==> src/sv/wsp_pkg.sv <==
// ----------------------------------------------------------------------------
// wsp_pkg: shared definitions for the wheel speed pid block
// Operation codes, register map, reset values, stream widths and the divider status word.
// ----------------------------------------------------------------------------
package wsp_pkg;

    // default number of fraction bits in the gain registers
    localparam int GAIN_FRAC_BITS_DEF = 16;

    // stream widths
    localparam int S_DATA_W = 16;
    localparam int S_USER_W = 3;
    localparam int M_DATA_W = 40;

    // operation codes
    localparam logic [2:0] OP_EDGE   = 3'd0;
    localparam logic [2:0] OP_WINDOW = 3'd1;
    localparam logic [2:0] OP_TICK   = 3'd2;
    localparam logic [2:0] OP_START  = 3'd3;
    localparam logic [2:0] OP_STOP   = 3'd4;

    // register indexes (byte address is 4 times the index)
    localparam logic [2:0] REG_GAIN_PROP    = 3'd0;
    localparam logic [2:0] REG_GAIN_INTEG   = 3'd1;
    localparam logic [2:0] REG_GAIN_DERIV   = 3'd2;
    localparam logic [2:0] REG_SETPOINT     = 3'd3;
    localparam logic [2:0] REG_PWM_MAX      = 3'd4;
    localparam logic [2:0] REG_PWM_DEFAULT  = 3'd5;
    localparam logic [2:0] REG_SPEED_SCALE  = 3'd6;

    // register reset values
    localparam logic [23:0] GAIN_PROP_RST    = 24'd163840;
    localparam logic [23:0] GAIN_INTEG_RST   = 24'd197;
    localparam logic [23:0] GAIN_DERIV_RST   = 24'd0;
    localparam logic [15:0] SETPOINT_RST     = 16'd300;
    localparam logic [15:0] PWM_MAX_RST      = 16'd10000;
    localparam logic [15:0] PWM_DEFAULT_RST  = 16'd5000;
    localparam logic [9:0]  SPEED_SCALE_RST  = 10'd10;

    // divider status seen by the sequencer
    typedef struct packed {
        logic busy;
        logic done;
    } div_stat_t;

endpackage

==> src/sv/wsp_divider.sv <==
// ----------------------------------------------------------------------------
// wsp_divider: serial unsigned divider
// Restoring division, one quotient bit per cycle, 16 bit divisor.
// ----------------------------------------------------------------------------
module wsp_divider #(
    parameter int DIV_W = 26
) (
    input  logic               aclk,
    input  logic               aresetn,
    input  logic               start,
    input  logic [DIV_W-1:0]   dividend,
    input  logic [15:0]        divisor,
    output logic [DIV_W-1:0]   quotient,
    output wsp_pkg::div_stat_t stat
);

    localparam int CNT_W = $clog2(DIV_W + 1);

    logic [DIV_W-1:0] quo_reg, quo_next;
    logic [15:0]      rem_reg, rem_next;
    logic [15:0]      dvs_reg, dvs_next;
    logic [CNT_W-1:0] cnt_reg, cnt_next;
    logic             busy_reg, busy_next;
    logic             done_reg, done_next;
    logic [16:0]      rem_sh;
    logic [16:0]      rem_sub;
    logic             q_bit;

    // one restoring step
    assign rem_sh  = {rem_reg, quo_reg[DIV_W-1]};
    assign rem_sub = rem_sh - {1'b0, dvs_reg};
    assign q_bit   = (rem_sh >= {1'b0, dvs_reg});

    always_comb begin
        quo_next  = quo_reg;
        rem_next  = rem_reg;
        dvs_next  = dvs_reg;
        cnt_next  = cnt_reg;
        busy_next = busy_reg;
        done_next = 1'b0;
        if (start) begin
            quo_next  = dividend;
            rem_next  = '0;
            dvs_next  = divisor;
            cnt_next  = CNT_W'(DIV_W);
            busy_next = 1'b1;
        end else if (busy_reg) begin
            quo_next = {quo_reg[DIV_W-2:0], q_bit};
            rem_next = q_bit ? rem_sub[15:0] : rem_sh[15:0];
            cnt_next = cnt_reg - CNT_W'(1);
            if (cnt_reg == CNT_W'(1)) begin
                busy_next = 1'b0;
                done_next = 1'b1;
            end
        end
    end

    always_ff @(posedge aclk) begin
        quo_reg <= quo_next;
        rem_reg <= rem_next;
        dvs_reg <= dvs_next;
        cnt_reg <= cnt_next;
        if (!aresetn) begin
            busy_reg <= 1'b0;
            done_reg <= 1'b0;
        end else begin
            busy_reg <= busy_next;
            done_reg <= done_next;
        end
    end

    assign quotient  = quo_reg;
    assign stat.busy = busy_reg;
    assign stat.done = done_reg;

endmodule

==> config.mk <==
export PLATFORM = sky130hd
export DESIGN_NAME = wsp_divider
export DESIGN_NICKNAME = d
export VERILOG_FILES = /design/src/sv/wsp_pkg.sv /design/src/sv/wsp_divider.sv
export SDC_FILE = /design/constraint.sdc
export NUM_CORES = 1
export LEC_CHECK = 0
export BUFFER_PORTS_ARGS = -buffer_cell sky130_fd_sc_hd__clkbuf_2
export CORE_MARGIN = 1.5
export CORE_UTILIZATION = 25
export DETAILED_ROUTE_END_ITERATION = 6
export GPL_TIMING_DRIVEN = 0
export SYNTH_ARGS = -nofsm -noshare
export SYNTH_HDL_FRONTEND = slang
export SYNTH_SLANG_ARGS = --single-unit
export TNS_END_PERCENT = 30
==> constraint.sdc <==
create_clock -name aclk -period 3.4 [get_ports aclk]
set_input_delay 0.17 -clock aclk [delete_from_list [all_inputs] [get_ports aclk]]
set_output_delay 0.17 -clock aclk [all_outputs]
set_load 0.05 [all_outputs]
==> key figures, run 1 <==
Status
  – Outcome: finished, final reports clean

STA
  – Slew margin rel.: 32.4%
  – Tightest Pin Transition: 1.01 ns
  – Setup violators final: 0
  – Final Max Tran Viols: 0
  – Final hold viol count: 0
  – Setup TNS: 0 ns
  – Minimum clock period: 2.37 ns
  – F_max: 422 MHz
  – Clock Skew: 0.00803 ns
  – Setup slack after layout: 1.03 ns
  – Fin crit share: 69.7%
  – RSZ-0062 raised after global routing: no

Setup path
  – Critical path class: flip-flop to flip-flop
  – Worst path depth: 9
  – Terminus of the critical flop-to-flop path: rem_reg[12]
  – R2r startpoint: quotient[25]
  – CP peak stage delay: 0.52 ns
  – Worst-path fanout max: 4
  – Reg2reg path depth: 9
  – Crit path to: rem_reg[12]
  – CP Cell Sequence: inv_1 -> ha_1 -> fa_1 -> nor2b_4 -> o31ai_4 -> a21oi_2 -> or4b_1 -> and4_1 -> o31ai_2
  – Delay-heaviest family, CP: simple AND/OR/NAND/NOR gates
  – WP data required: 3.66 ns
  – R2r setup slk: 1.03 ns
  – CP Buf/Inv Count: 1
  – CP max stage cell: or4b_1
  – Startpoint types: flip-flop
  – Crit path arrival time: 2.63 ns
  – CP Capture Type: flip-flop
  – Crit. Startpoint: quotient[25]

Floorplanning
  – Initial Utilization: 25.7%
  – Die area: 15700 um2
  – Core ar.: 14600 um2
  – FP Rows: 44
  – I/O pin count: 73
  – DIE WIDTH: 125 um
  – Die extent in y: 125 um

Layout
  – Commonest cells after routing, fill and taps aside: clkbuf_2, edfxtp_1, mux2_2, inv_1, dfxtp_1
  – Share of cells above drive strength 1: 34.2%
  – Multi-input logic area: 1810 um2
  – Final nets: 492
  – Leading cell type in the layout, fill and taps excluded: clkbuf_2
  – Antenna cells: 0
  – FF+latch area: 1720 um2
  – Fill cell count: 1486
  – Synth-to-Final Area Change: 26.6%
  – Largest register FFs: 26

Clocking
  – Post_cts resized: 0
  – Worst-path clk slew: 0.06 ns
  – CTS H-tree lvls: 3
  – Clk_lat worst skew: 0.34 ns
  – Max Buffers Root-to-Sink: 2
  – CTS Buf Count: 9
  – CTS tree: built
  – Clock Tree Root: clkbuf_16
  – Sink Count: 65

Power and ir drop
  – Peak supply drop: 0.329 mV
  – Power Density: 492 nW/um2
  – Pleak: 1.92 nW

Logic synthesis
  – Post-Syn Nets: 398
  – Synthesized area per cell: 11.2 um2
  – Top_reg_cell synth: edfxtp_1
  – Netlist cell types: 65
  – Register area share after synthesis: 46.0%
  – Synth Register Bits: 65
  – Synthesized instance count: 334
  – Synth Warn #: 0
  – Number of flops mapped to enable cells by yosys: 42
  – Async set-reset flop share out of synthesis: 0%
  – Synthesized area: 3740 um2

Place
  – Post-placement worst setup slack: 1.02 ns
  – Port-buffer cells: 72
  – HPWL Detailed: 6450 um
  – Gp weighted congestion: 0.855

Drt
  – Drt pass-1 iters: 4
  – Initial DRC count: 140
  – WL per Instance: 14.5 um
  – DRC viols: 0
  – Via density: 4.70
  – Antenna viol nets, final: 0
  – Vias: 2899
  – WL final: 8960 um

Worst hold path
  – HP Class: primary input to flip-flop

GRT
  – GR Util All Layers: 11.9%
  – GRT overflow: 0
  – Number of global-route vias before repair: 2949
  – Global-route wire length before repair: 14800 um
  – Largest net degree at the start of global routing: 27
  – Initial antenna violation count: 0

Flow run
  – Max cap viols: 0
[power by group]
| part | total (mW) | internal [mW] | switching, mW |
|---|---|---|---|
| sequential | 0.946 | 0.913 | 0.0338 |
| combinational | 0.460 | 0.163 | 0.296 |
| clock | 0.925 | 0.565 | 0.360 |
| total | 2.33 | 1.64 | 0.690 |
[worst reg2reg max path, cell delays in order, from the launching register on]
cell and delay, ns:
edfxtp_1 0.42, inv_1 0.08, ha_1 0.17, fa_1 0.25
nor2b_4 0.07, o31ai_4 0.27, a21oi_2 0.14, or4b_1 0.52
and4_1 0.19, o31ai_2 0.17
[synth_stat cells (5+ instances only)]
cell type	number	area, um2
or3_1	5	31.3
inv_1	24	90.1
ha_1	18	225
nor3_1	8	40.0
nand3_1	7	35.0
a21oi_1	14	70.1
nand4_1	9	56.3
nor2_1	21	78.8
xor2_1	5	43.8
xnor2_1	7	61.3
edfxtp_1	42	1260
o311ai_2	5	81.3
nand2b_1	6	37.5
dfxtp_1	23	460
mux2_2	25	282
buf_6	6	67.6
nand2_1	19	71.3
o21ai_0	11	55.1
[worst min-delay path by stage]
stage	slack (ns)	to	cells past startpoint	start
2_1_floorplan	0.27	dvs_reg[0]	0	divisor[0]
3_3_place_gp	0.35	dvs_reg[3]	1	divisor[3]
3_5_place_dp	0.35	dvs_reg[1]	1	divisor[1]
4_1_cts	0.0005	dvs_reg[5]	1	divisor[5]
5_1_grt	0.006	dvs_reg[3]	1	divisor[3]
6_report	0.007	dvs_reg[3]	1	divisor[3]
[cell families (layout without fill, tap and decap cells)]
| family | Yosys count | count (layout) | synth area share, % |
|---|---|---|---|
| AOI/OAI and AO/OA | 76 | 76 | 17.5 |
| xor gates and xnor gates | 12 | 12 | 2.81 |
| adders and majority gates | 19 | 19 | 6.55 |
| buffers and inverters | 41 | 140 | 5.58 |
| DFF | 65 | 65 | 46.0 |
| muxes | 26 | 26 | 7.79 |
| and+or+nand+nor | 95 | 95 | 13.7 |
[layer usage]
layer,vias up,wire (um),global-route usage [%],share of wire (%)
met5,-,0,0,0
met1,1372,4210,15.4,47
li1,1427,-,-,-
met3,12,550,2.57,6.1
met2,88,4050,19.1,45
met4,0,155,4.95,1.7
[stage by stage]
step	hold slack (ns)	power, mW	cell area [um2]	utilization (%)	cells
2_1_floorplan	0.269	1.29	3740	-	334
3_3_place_gp	0.349	1.40	4330	29.7	590
3_5_place_dp	0.349	1.41	4330	29.7	590
4_1_cts	0.000517	2.36	4740	32.5	617
5_1_grt	0.00632	2.44	4740	32.5	617
6_report	0.00707	2.33	4740	32.5	617
[layout make-up]
cell class / instances / area share, %
Inverter: 24 / 1.90
Clock inverter: 7 / 1.50
Sequential cell: 65 / 36.3
Clock buffer: 9 / 4.75
Tap cell: 184 / 4.86
Multi-Input combinational cell: 228 / 38.2
Timing Repair Buffer: 83 / 9.92
Buffer: 17 / 2.51
[repair_timing]
action                                  CTS  global route
hold endpoints to repair                 11             0
endpoints found under the setup margin    0             0
setup buffers                             0             0
hold buffers                             11             0
(Power assumes the default switching activity.)
==> run 2, diff against run 1 <==
==> constraint.sdc (replaced) <==
create_clock -name aclk -period 2.1 [get_ports aclk]
set_input_delay 0.105 -clock aclk [delete_from_list [all_inputs] [get_ports aclk]]
set_output_delay 0.105 -clock aclk [all_outputs]
set_load 0.05 [all_outputs]
==> run 2 against run 1 <==
The flow now finishes with violations (negative setup slack). Total power increased by 70%. Clock power increased by 68%. Global-route usage rose by 0.60 points. Highest routed layer unchanged. Critical path type unchanged. Sequential power increased by 63%. Largest cell class unchanged.
==> key figures, run 2 (synthesis results as in run 1) <==
Worst hold path
  – HP Class: primary input to flip-flop
  – HP Start: dividend[12]

GRT
  – Global-route wire length before repair: 15700 um
  – Largest net degree at the start of global routing: 27
  – GR Util All Layers: 12.5%
  – Initial antenna violation count: 0
  – Number of global-route vias before repair: 3198
  – GRT overflow: 0

Layout
  – Final nets: 519
  – Share of cells above drive strength 1: 44.3%
  – Core Util, Final: 36.0%
  – Leading cell type in the layout, fill and taps excluded: clkbuf_2
  – Commonest cells after routing, fill and taps aside: clkbuf_2, edfxtp_1, mux2_2, dfxtp_1
  – Largest register FFs: 26
  – Fill cell count: 1442
  – Antenna cells: 0
  – Synth-to-Final Area Change: 40.3%

Flow run
  – Max cap viols: 0

Drt
  – DRC viols: 0
  – Vias: 3063
  – WL final: 9820 um
  – WL per Instance: 15.2 um
  – Drt pass-1 iters: 4
  – Initial DRC count: 134
  – Via density: 4.76
  – Antenna viol nets, final: 0

Setup path
  – Delay-heaviest family, CP: compound AO/OA/AOI/OAI gates
  – CP Cell Sequence: inv_2 -> ha_4 -> fa_2 -> nor2b_4 -> o31ai_4 -> buf_6 -> a21oi_4 -> or3_4 -> a221oi_2 -> a2111oi_2
  – Worst-path fanout max: 4
  – CP Buf/Inv Count: 2
  – Crit. Startpoint: quotient[25]
  – WP data required: 2.29 ns
  – Crit path arrival time: 2.45 ns
  – R2r startpoint: quotient[25]
  – CP peak stage delay: 0.41 ns
  – CP Capture Type: flip-flop
  – Critical path class: flip-flop to flip-flop
  – Startpoint types: flip-flop
  – CP max stage cell: edfxtp_1

Clocking
  – Clock Tree Root: clkbuf_16
  – Sink Count: 65
  – CTS Buf Count: 9
  – Worst-path clk slew: 0.06 ns
  – CTS tree: built
  – Clk_lat worst skew: 0.34 ns
  – Max Buffers Root-to-Sink: 2
  – CTS H-tree lvls: 3

STA
  – Tightest Pin Transition: 0.935 ns
  – Fin crit share: 107%
  – Setup slack after layout: -0.152 ns
  – Setup violators final: 14
  – Slew margin rel.: 37.4%
  – Minimum clock period: 2.25 ns
  – RSZ-0062 raised after global routing: yes
  – Setup TNS: -0.781 ns
  – F_max: 444 MHz
  – Final hold viol count: 0
  – Clock Skew: 0.0102 ns
  – Final Max Tran Viols: 0

Floorplanning
  – FP Rows: 44
  – Core ar.: 14600 um2
  – Die extent in y: 125 um
  – I/O pin count: 73
  – Die area: 15700 um2
  – Initial Utilization: 25.7%
  – DIE WIDTH: 125 um

Status
  – Outcome: finished with violations
  – Failing checks: negative setup slack

Power and ir drop
  – Final total power: 3.96 mW
  – Peak supply drop: 0.343 mV
  – Power Density: 753 nW/um2
  – Pleak: 2.09 nW

Place
  – Port-buffer cells: 72
  – HPWL Detailed: 6500 um
  – Gp weighted congestion: 0.858
-- run 2: cell type report --
type	instances	area, um2	area share (%)
repair inverters	1	7.51	0.143
clock buffers	9	225	4.29
flip-flops and latches	65	1720	32.8
repair buffers	110	732	13.9
inverters	24	93.8	1.79
clock inverters	7	83.8	1.60
multi-input cells	228	2020	38.5
well taps	184	230	4.38
plain buffers	16	134	2.55
-- run 2: final timing paths --
kind	end	slack, ns	depth (start not counted)
max	rem_reg[10]	-0.15	10
min	quotient[12]	0.07	2
max reg2reg	rem_reg[10]	-0.15	10
min reg2reg	rem_reg[14]	0.49	2
-- run 2: power by group --
part           switching [mW]  total (mW)  leakage [nW]  internal [mW]
Clock                   0.611        1.55         0.149          0.941
Sequential             0.0589        1.54         0.606           1.48
Combinational           0.521       0.869          1.34          0.348
-- run 2: metrics by stage --
step | worst slack, ns | hold WS [ns] | instances | cell area (um2)
floorplan | -0.253 | 0.204 | 334 | 3750
global placement | -0.196 | 0.285 | 590 | 4340
detailed placement | -0.264 | 0.284 | 590 | 4340
CTS | -0.181 | 0.0568 | 641 | 5120
global route | -0.247 | 0.0613 | 644 | 5250
finish | -0.152 | 0.0704 | 644 | 5250
-- run 2: what timing repair did --
item                                   in CTS  in global routing
setup endpoints to repair                  43                 43
endpoints found under the hold margin      18                  0
hold buffers                               17                  0
gates cloned                                1                  1
gates resized for setup                    30                 24
pin swaps                                  19                 13
setup buffers                              18                  2
-- run 2: layer usage --
layer  vias to the layer above  GRT usage, %  part of all wire, %
met1                      1471          15.5                   43
met5                         -             0                    0
li1                       1481             -                    -
met2                        95          20.3                   49
met3                        16          3.29                  6.1
met4                         0          5.61                  2.1
